**src/rtl/rgb_conv3x3_filter_unit_defines.svh**
```systemverilog
// Assertion macros shared by the RTL files.
`ifndef RGB_CONV3X3_FILTER_UNIT_DEFINES_SVH
`define RGB_CONV3X3_FILTER_UNIT_DEFINES_SVH

// Check that a condition at one edge implies another at the same edge.
`define RCF_ASSERT_IMP(label, clk, rst_n, cond, prop, msg) \
  label: assert property (@(posedge clk) disable iff (!rst_n) (cond) |-> (prop)) \
    else $error(msg);

// Check that a condition at one edge implies another at the next edge.
`define RCF_ASSERT_NEXT(label, clk, rst_n, cond, prop, msg) \
  label: assert property (@(posedge clk) disable iff (!rst_n) (cond) |=> (prop)) \
    else $error(msg);

`endif

```
**src/rtl/rcf_pkg.sv**
```systemverilog
package rcf_pkg;

  localparam int unsigned MaxLineLengthDef = 512;
  localparam int unsigned MaxLineCountDef  = 512;
  localparam int unsigned CfgIdxW          = 3;
  localparam int unsigned CfgDataW         = 24;
  localparam int unsigned GeomW            = 10;

  localparam logic [CfgIdxW-1:0] RegCoefTop    = 3'd0;
  localparam logic [CfgIdxW-1:0] RegCoefMid    = 3'd1;
  localparam logic [CfgIdxW-1:0] RegCoefBottom = 3'd2;
  localparam logic [CfgIdxW-1:0] RegGain       = 3'd3;
  localparam logic [CfgIdxW-1:0] RegTapOffset  = 3'd4;
  localparam logic [CfgIdxW-1:0] RegLineLength = 3'd5;
  localparam logic [CfgIdxW-1:0] RegLineCount  = 3'd6;

  localparam logic FuncPixel = 1'b0;
  localparam logic FuncDrain = 1'b1;

  typedef struct packed {
    logic       func;
    logic [7:0] red_in;
    logic [7:0] green_in;
    logic [7:0] blue_in;
  } in_item_t;

  typedef struct packed {
    logic [7:0] red_out;
    logic [7:0] green_out;
    logic [7:0] blue_out;
    logic       frame_last;
  } out_item_t;

  // Queue entry between the window front and the arithmetic back.
  typedef struct packed {
    logic [8:0][23:0] taps;
    logic             last;
  } job_t;

  function automatic logic [7:0] chan_of(input logic [23:0] pix, input int unsigned ch);
    logic [7:0] b;
    b = pix[8*ch +: 8];
    return b;
  endfunction

endpackage

```
**src/rtl/rcf_back.sv**
```systemverilog
module rcf_back
  import rcf_pkg::*;
(
  input  logic        clk,
  input  logic        rst_n,
  input  logic        job_valid,
  output logic        job_ready,
  input  job_t        job,
  input  logic [23:0] coef_top,
  input  logic [23:0] coef_mid,
  input  logic [23:0] coef_bot,
  input  logic [23:0] gain,
  input  logic [15:0] tap_offset,
  output logic        out_valid,
  input  logic        out_ready,
  output out_item_t   out_data
);

  typedef enum logic [1:0] {
    ST_IDLE,
    ST_SUM,
    ST_SCALE,
    ST_DONE
  } state_t;

  state_t                  state_r;
  job_t                    job_r;
  logic [1:0]              ch_r;
  logic signed [19:0]      sum_r;
  logic signed [47:0]      prod_r;
  logic [2:0][7:0]         res_r;
  logic                    out_valid_r;
  out_item_t               out_r;

  logic signed [19:0]      sum;
  logic signed [8:0]       coef;
  logic [23:0]             crow;
  logic signed [49:0]      v;

  assign job_ready = state_r == ST_IDLE;
  assign out_valid = out_valid_r;
  assign out_data  = out_r;

  always_comb begin
    sum  = '0;
    crow = '0;
    coef = '0;
    for (int r = 0; r < 3; r++) begin
      for (int k = 0; k < 3; k++) begin
        crow = k == 0 ? coef_top : (k == 1 ? coef_mid : coef_bot);
        coef = {crow[8*r+7], crow[8*r +: 8]};
        sum  = sum + 20'(coef) *
               20'($signed({1'b0, chan_of(job_r.taps[r*3+k], 32'(ch_r))}));
      end
    end
    v = 50'(prod_r) + 50'($signed(tap_offset)) * 50'sd2304;
  end

  always_ff @(posedge clk) begin
    if (!rst_n) begin
      state_r     <= ST_IDLE;
      out_valid_r <= 1'b0;
      ch_r        <= '0;
    end else begin
      if (state_r == ST_DONE && ch_r == 2'd2 && (!out_valid_r || out_ready)) begin
        out_valid_r <= 1'b1;
      end else if (out_ready) begin
        out_valid_r <= 1'b0;
      end
      unique case (state_r)
        ST_IDLE: begin
          if (job_valid) begin
            job_r   <= job;
            ch_r    <= '0;
            state_r <= ST_SUM;
          end
        end
        ST_SUM: begin
          sum_r   <= sum;
          state_r <= ST_SCALE;
        end
        ST_SCALE: begin
          prod_r  <= 48'(sum_r) * $signed({24'd0, gain});
          state_r <= ST_DONE;
        end
        ST_DONE: begin
          if (v < 0) begin
            res_r[ch_r] <= 8'd0;
          end else if (v > 50'sd16711680) begin
            res_r[ch_r] <= 8'd255;
          end else begin
            res_r[ch_r] <= v[23:16];
          end
          if (ch_r == 2'd2) begin
            if (!out_valid_r || out_ready) begin
              out_r.red_out    <= res_r[0];
              out_r.green_out  <= res_r[1];
              out_r.blue_out   <= v < 0 ? 8'd0 : (v > 50'sd16711680 ? 8'd255 : v[23:16]);
              out_r.frame_last <= job_r.last;
              state_r          <= ST_IDLE;
            end
          end else begin
            ch_r    <= ch_r + 2'd1;
            state_r <= ST_SUM;
          end
        end
        default: state_r <= ST_IDLE;
      endcase
    end
  end

  `include "rgb_conv3x3_filter_unit_defines.svh"
  `RCF_ASSERT_IMP(a_ch_range, clk, rst_n, 1'b1, ch_r != 2'd3, "bad channel")
  `RCF_ASSERT_NEXT(a_take_job, clk, rst_n, job_valid && job_ready, state_r == ST_SUM, "job dropped")
  `RCF_ASSERT_NEXT(a_out_hold, clk, rst_n, out_valid_r && !out_ready, out_valid_r, "result lost")

endmodule

```
**config.mk**
```make
export PLATFORM = sky130hd
export DESIGN_NAME = rcf_back
export DESIGN_NICKNAME = d
export VERILOG_FILES = /design/src/rtl/rcf_pkg.sv /design/src/rtl/rcf_back.sv
export VERILOG_INCLUDE_DIRS = /design/src /design/src/rtl
export SDC_FILE = /design/constraint.sdc
export NUM_CORES = 2
export LEC_CHECK = 0
export BUFFER_PORTS_ARGS = -buffer_cell sky130_fd_sc_hd__buf_2
export CORE_ASPECT_RATIO = 1.75
export CORE_MARGIN = 2
export CORE_UTILIZATION = 55
export DETAILED_ROUTE_END_ITERATION = 8
export PLACE_DENSITY = 0.81
export SLEW_MARGIN = 20
export SYNTH_ARGS = -nofsm -noshare
export SYNTH_HDL_FRONTEND = slang
export SYNTH_SLANG_ARGS = --single-unit
```
**constraint.sdc**
```tcl
create_clock -name clk -period 10.45 [get_ports clk]
set_clock_uncertainty 0.2 [all_clocks]
set_input_delay 1.045 -clock clk [delete_from_list [all_inputs] [get_ports clk]]
set_output_delay 1.045 -clock clk [all_outputs]
set_load 0.02 [all_outputs]
```
### Word-level counts from Yosys, hierarchy flattened

Cells that the tools add are included.

* output and inout bits: 27
* word-level logic and storage cells: 96
* register bits after elaboration: 336

* order comparisons: 4
* add/sub/neg operators: 10
* reductions and logical operators: 15
* multiplexer cells: 15
* bitwise gates (word level): 3
* multipliers: 11
* equal/unequal tests: 7
* shifts and indexed selects: 9

Operator list (count)
* $shiftx A24 B6 Y8: 9
* $mul A8 B9 Y17: 9
* $add A20 B17 Y20: 5
* $mux W24: 2
* $add A45 B29 Y46: 1
* $gt A46 B25 Y1 const B: 1
* $lt A46 B1 Y1 const B: 1
* $mul A20 B25 Y45: 1
* $and A24 B24 Y24: 1
* $bwmux W24: 1
* $not A24 Y24: 1
* $or A24 B24 Y24: 1
* $mul A16 B5 Y21 const B: 1
* $add A19 B17 Y20: 1
* $add A18 B17 Y19: 1
* $add A17 B17 Y18: 1
* $demux W8 S2: 1
* $mux W8: 2
* $mux W2: 5
* $pmux W2 S4: 1
* $reduce_and A2 Y1: 4
* $eq A2 B2 Y1 const B: 3
* $reduce_and A3 Y1: 2
* $ne A2 B2 Y1 const B: 2
* other kinds (13): 17

### Longest topological paths before layout

* word-level depth: 10
* mapped depth: 37
* mapped depth without buffers: 35

### Worst setup path before layout

No wires, ideal clock.

* path type: register to register
* start point: register ch_r[0]
* end point: register sum_r[18] (data pin)
* stages on the path, launching flop included: 34
* period minus slack after synthesis: 9.370 ns
* arrival: 8.913 ns
* setup slack: 1.080 ns
* library setup time: 0.258 ns
* required time: 9.992 ns
* cells stage by stage: dfxtp_1 > clkbuf_1 > clkbuf_1 > buf_1 > mux2i_1 > o21ai_1 > nand2_1 > fa_1 > inv_1 > ha_1 > fa_1 > fa_1 > inv_1 > fa_1 > inv_1 > fa_1 > fa_1 > inv_1 > fa_1 > fa_1 > inv_1 > fa_1 > ha_1 > a21o_1 > a21oi_1 > o21ai_0 > a21oi_1 > o21bai_1 > a211o_1 > a31o_2 > a21o_1 > a21o_1 > a21oi_1 > xnor2_1

* word-level cells in the longest chain between the ends: 10

Ends and longest elaborated chain
* start, declared: RTL line rcf_back.sv:28 `logic [1:0] ch_r;`
* start signal, assigned: RTL line rcf_back.sv:103 `ch_r <= ch_r + 2'd1;`
* $shiftx A24 B6 Y8: RTL line rcf_pkg.sv:42 `b = pix[8*ch +: 8];`
* $mul A8 B9 Y17: RTL line rcf_back.sv:52 `sum = sum + 20'(coef) *`
* $add A17 B17 Y18: RTL line rcf_back.sv:52
* $add A18 B17 Y19: RTL line rcf_back.sv:52
* $add A19 B17 Y20: RTL line rcf_back.sv:52
* $add A20 B17 Y20 (4 in a row): RTL line rcf_back.sv:52
* $add A20 B17 Y20 (*): RTL line rcf_back.sv:52
* net sum[18]: RTL line rcf_back.sv:35 `logic signed [19:0] sum;`
* end signal, assigned: RTL line rcf_back.sv:79 `sum_r <= sum;`
* end, declared: RTL line rcf_back.sv:29 `logic signed [19:0] sum_r;`

Mark *: on every way through the listed nets, which the timed path passes. The rest lies on a longest branch.
A chain may end at the register's enable or synchronous reset.

### Final worst setup path

* start point: register ch_r[0]
* end point: register sum_r[19] (data pin)

The elaborated chain is that of the path after synthesis.

==> impl_metrics.ini <==
[yosys]
ys_warn_count = 0
synth_common_cells = inv_1, fa_1, nand2_1, ha_1, and2_1
synthTopCellsByArea = fa_1, edfxtp_1, ha_1
synth_most_common_cell = inv_1
synth_cell_types = 76
yosys.area.top_type = fa_1
synth_edf_count = 323
synth_area_per_cell_um2 = 10.1
ys.flop_type = edfxtp_1
syn_nets = 7027
netlist.area_leader.share_pct = 36.7
ys_ff_latch = 328
netlist_area_mm2 = 0.0525
synthArstFlopShare_pct = 0
ys_seq_area_share_pct = 18.7
netlist_instances = 5183

[layout]
utilization_pct = 60.1
syn_to_final_growth_pct = 8.06
fin_area_mm2 = 0.0567
layout-drive-gt1-share_pct = 8.83
layout.nets = 7327
nFillCells = 7728

[drt]
viasPerCell = 5.58
ant_nets = 0
drtIter0Drc = 1884
wirelength_mm = 141
drtPass1Iterations = 6
dr_total_vias = 37500
drc = 0
wl_per_cell_um = 21.0

[floorplan]
fp.dieW_um = 237
row_count = 149
pin_count = 360
dieArea_mm2 = 0.0980
start_util_pct = 55.6
die_height_um = 413
core_area_mm2 = 0.0943

[global_route]
antenna_found_initial = 6
grt_pass1_vias = 42700
grt_overflow = 0
grt_max_degree = 173
grt_pass1_wl_mm = 223
track_usage_pct = 29.9

[setup_path]
worst_path_max_delay_cell = o21ai_0
cp.required_ns = 10.60
r2r_cells = 33
crit_type = reg2reg
crit_top_cell = fa_1
rr_startpoint = ch_r[0]$_SDFFE_PN0P_
cp_max_fo = 26
cp-start-kind = register
r2r_end = sum_r[19]$_DFFE_PP_
critPathMaxStageDelay_ns = 0.73
end_kind = register
worstPathArrival_ns = 10.00
rrSetupSlack_ns = 0.60

[placed_design]
gp_congestion = 0.983
port_buffers = 359
detailed_place.area_mm2 = 0.0557
hpwl_mm = 119

[timing]
tns_ns = 0
finalSetupViolations = 0
hold_slack_ns = 0.215
final-hold-violation-count = 0
timing.final.crit_share_pct = 94.2
slew_headroom_pct = 24.4
fin_crit_ns = 9.85
rsz0062_at_grt = no
tightest_slew_ns = 1.12
drv_slew = 0
fmax_mhz = 102

[cts]
clockBufferDepth = 3
cts_tree = yes
clk_pin_slew_ns = 0.07
cts_made_buffers = 30
cts_root_buf = clkbuf_16
clock_sinks = 328
postCtsHoldBufs = 0
clock_latency_ns = 0.64
cts-htree-levels = 1
post_cts_buffers = 0
cts_resized = 0

[hold_path]
min_path_cells = 0
hold_end = out_data[0]$_DFFE_PP_
hp-start = job_r[0]$_DFFE_PP_
hp-class = reg2reg

[flow_run]
maxCapViolations = 0

[run_status]
status = completed
-- metrics by stage --
stage / cells / setup slack [ns]
finish: 6720 / 0.603
global route: 6716 / 0.109
global placement: 6659 / 0.694
CTS: 6715 / 0.628
floorplan: 5183 / 1.08
detailed placement: 6659 / 0.667
-- cell type report --
cell class | count | area [µm²] | area share, %
Clock buffer | 33 | 762 | 1.34
Sequential cell | 328 | 9800 | 17.3
Timing Repair Buffer | 408 | 2230 | 3.93
Multi-Input combinational cell | 3537 | 37700 | 66.5
Antenna cell | 5 | 12.5 | 0.0221
Inverter | 1178 | 4420 | 7.80
Tap cell | 1208 | 1510 | 2.67
Clock inverter | 23 | 263 | 0.463
-- metal layers --
| metal | up-vias | routed length [µm] | track usage [%] |
|---|---|---|---|
| li1 | 16600 | - | - |
| met1 | 18800 | 43300 | 28.3 |
| met2 | 1535 | 75500 | 56.1 |
| met3 | 656 | 7080 | 3.89 |
| met4 | 4 | 15200 | 26.5 |
| met5 | - | 30 | 0 |
-- cells by family after synthesis --
logic type | count (synthesis) | synth area share (%)
simple gates | 1426 | 13.7
fa+ha+maj | 1511 | 49.8
compound gates | 423 | 5.17
buf+inv | 1318 | 9.51
mux | 80 | 1.53
xor+xnor | 97 | 1.62
flops | 328 | 18.7
-- state kept, by name, summed over array words and instances (netlist names) --
signal	count
ch_r	2
out_valid	1
job_r	217
state_r	2
out_data	25
prod_r	45
sum_r	20
res_r	16
-- worst max-delay path by stage --
stage | startpoint | cells after the start | to
final | ch_r[0]$_SDFFE_PN0P_ | 33 | sum_r[19]$_DFFE_PP_
after global routing | ch_r[0]$_SDFFE_PN0P_ | 33 | sum_r[19]$_DFFE_PP_
after CTS | ch_r[0]$_SDFFE_PN0P_ | 32 | sum_r[18]$_DFFE_PP_
after detailed placement | ch_r[0]$_SDFFE_PN0P_ | 32 | sum_r[18]$_DFFE_PP_
after global placement | ch_r[0]$_SDFFE_PN0P_ | 30 | sum_r[18]$_DFFE_PP_
after floorplan | ch_r[0]$_SDFFE_PN0P_ | 33 | sum_r[18]$_DFFE_PP_
-- placed cells by master, fill, tap and decap left out, types with 15 or more instances in the layout --
master     count
ha_1         548
mux2i_1       78
and2_1       502
nor2b_1       46
nand2_1      602
a31oi_1       15
xor2_1        25
o21ai_0       89
o21ai_1       45
o21bai_1      17
buf_4         44
a211oi_1      15
a21o_1        49
buf_2        359
clkbuf_16     30
inv_1       1178
nor3_1        18
edfxtp_1     323
nand2b_1      53
fa_1         963
a21oi_1       90
nand3_1       29
nor2_1       102
xnor2_1       72
-- critical path, delay by kind of cell (launching register included) --
family,cells,cell delay (ns)
AO/OA/AOI/OAI,10,2.31
adder cells (fa/ha/maj),11,5.03
buffers and inverters,8,0.72
flip-flops,1,0.65
multiplexers,1,0.12
AND/OR/NAND/NOR,3,0.48
Power is left out: the tool's default activity adds up to more than one toggle a clock period on the data nets, which glitch-free logic cannot reach.
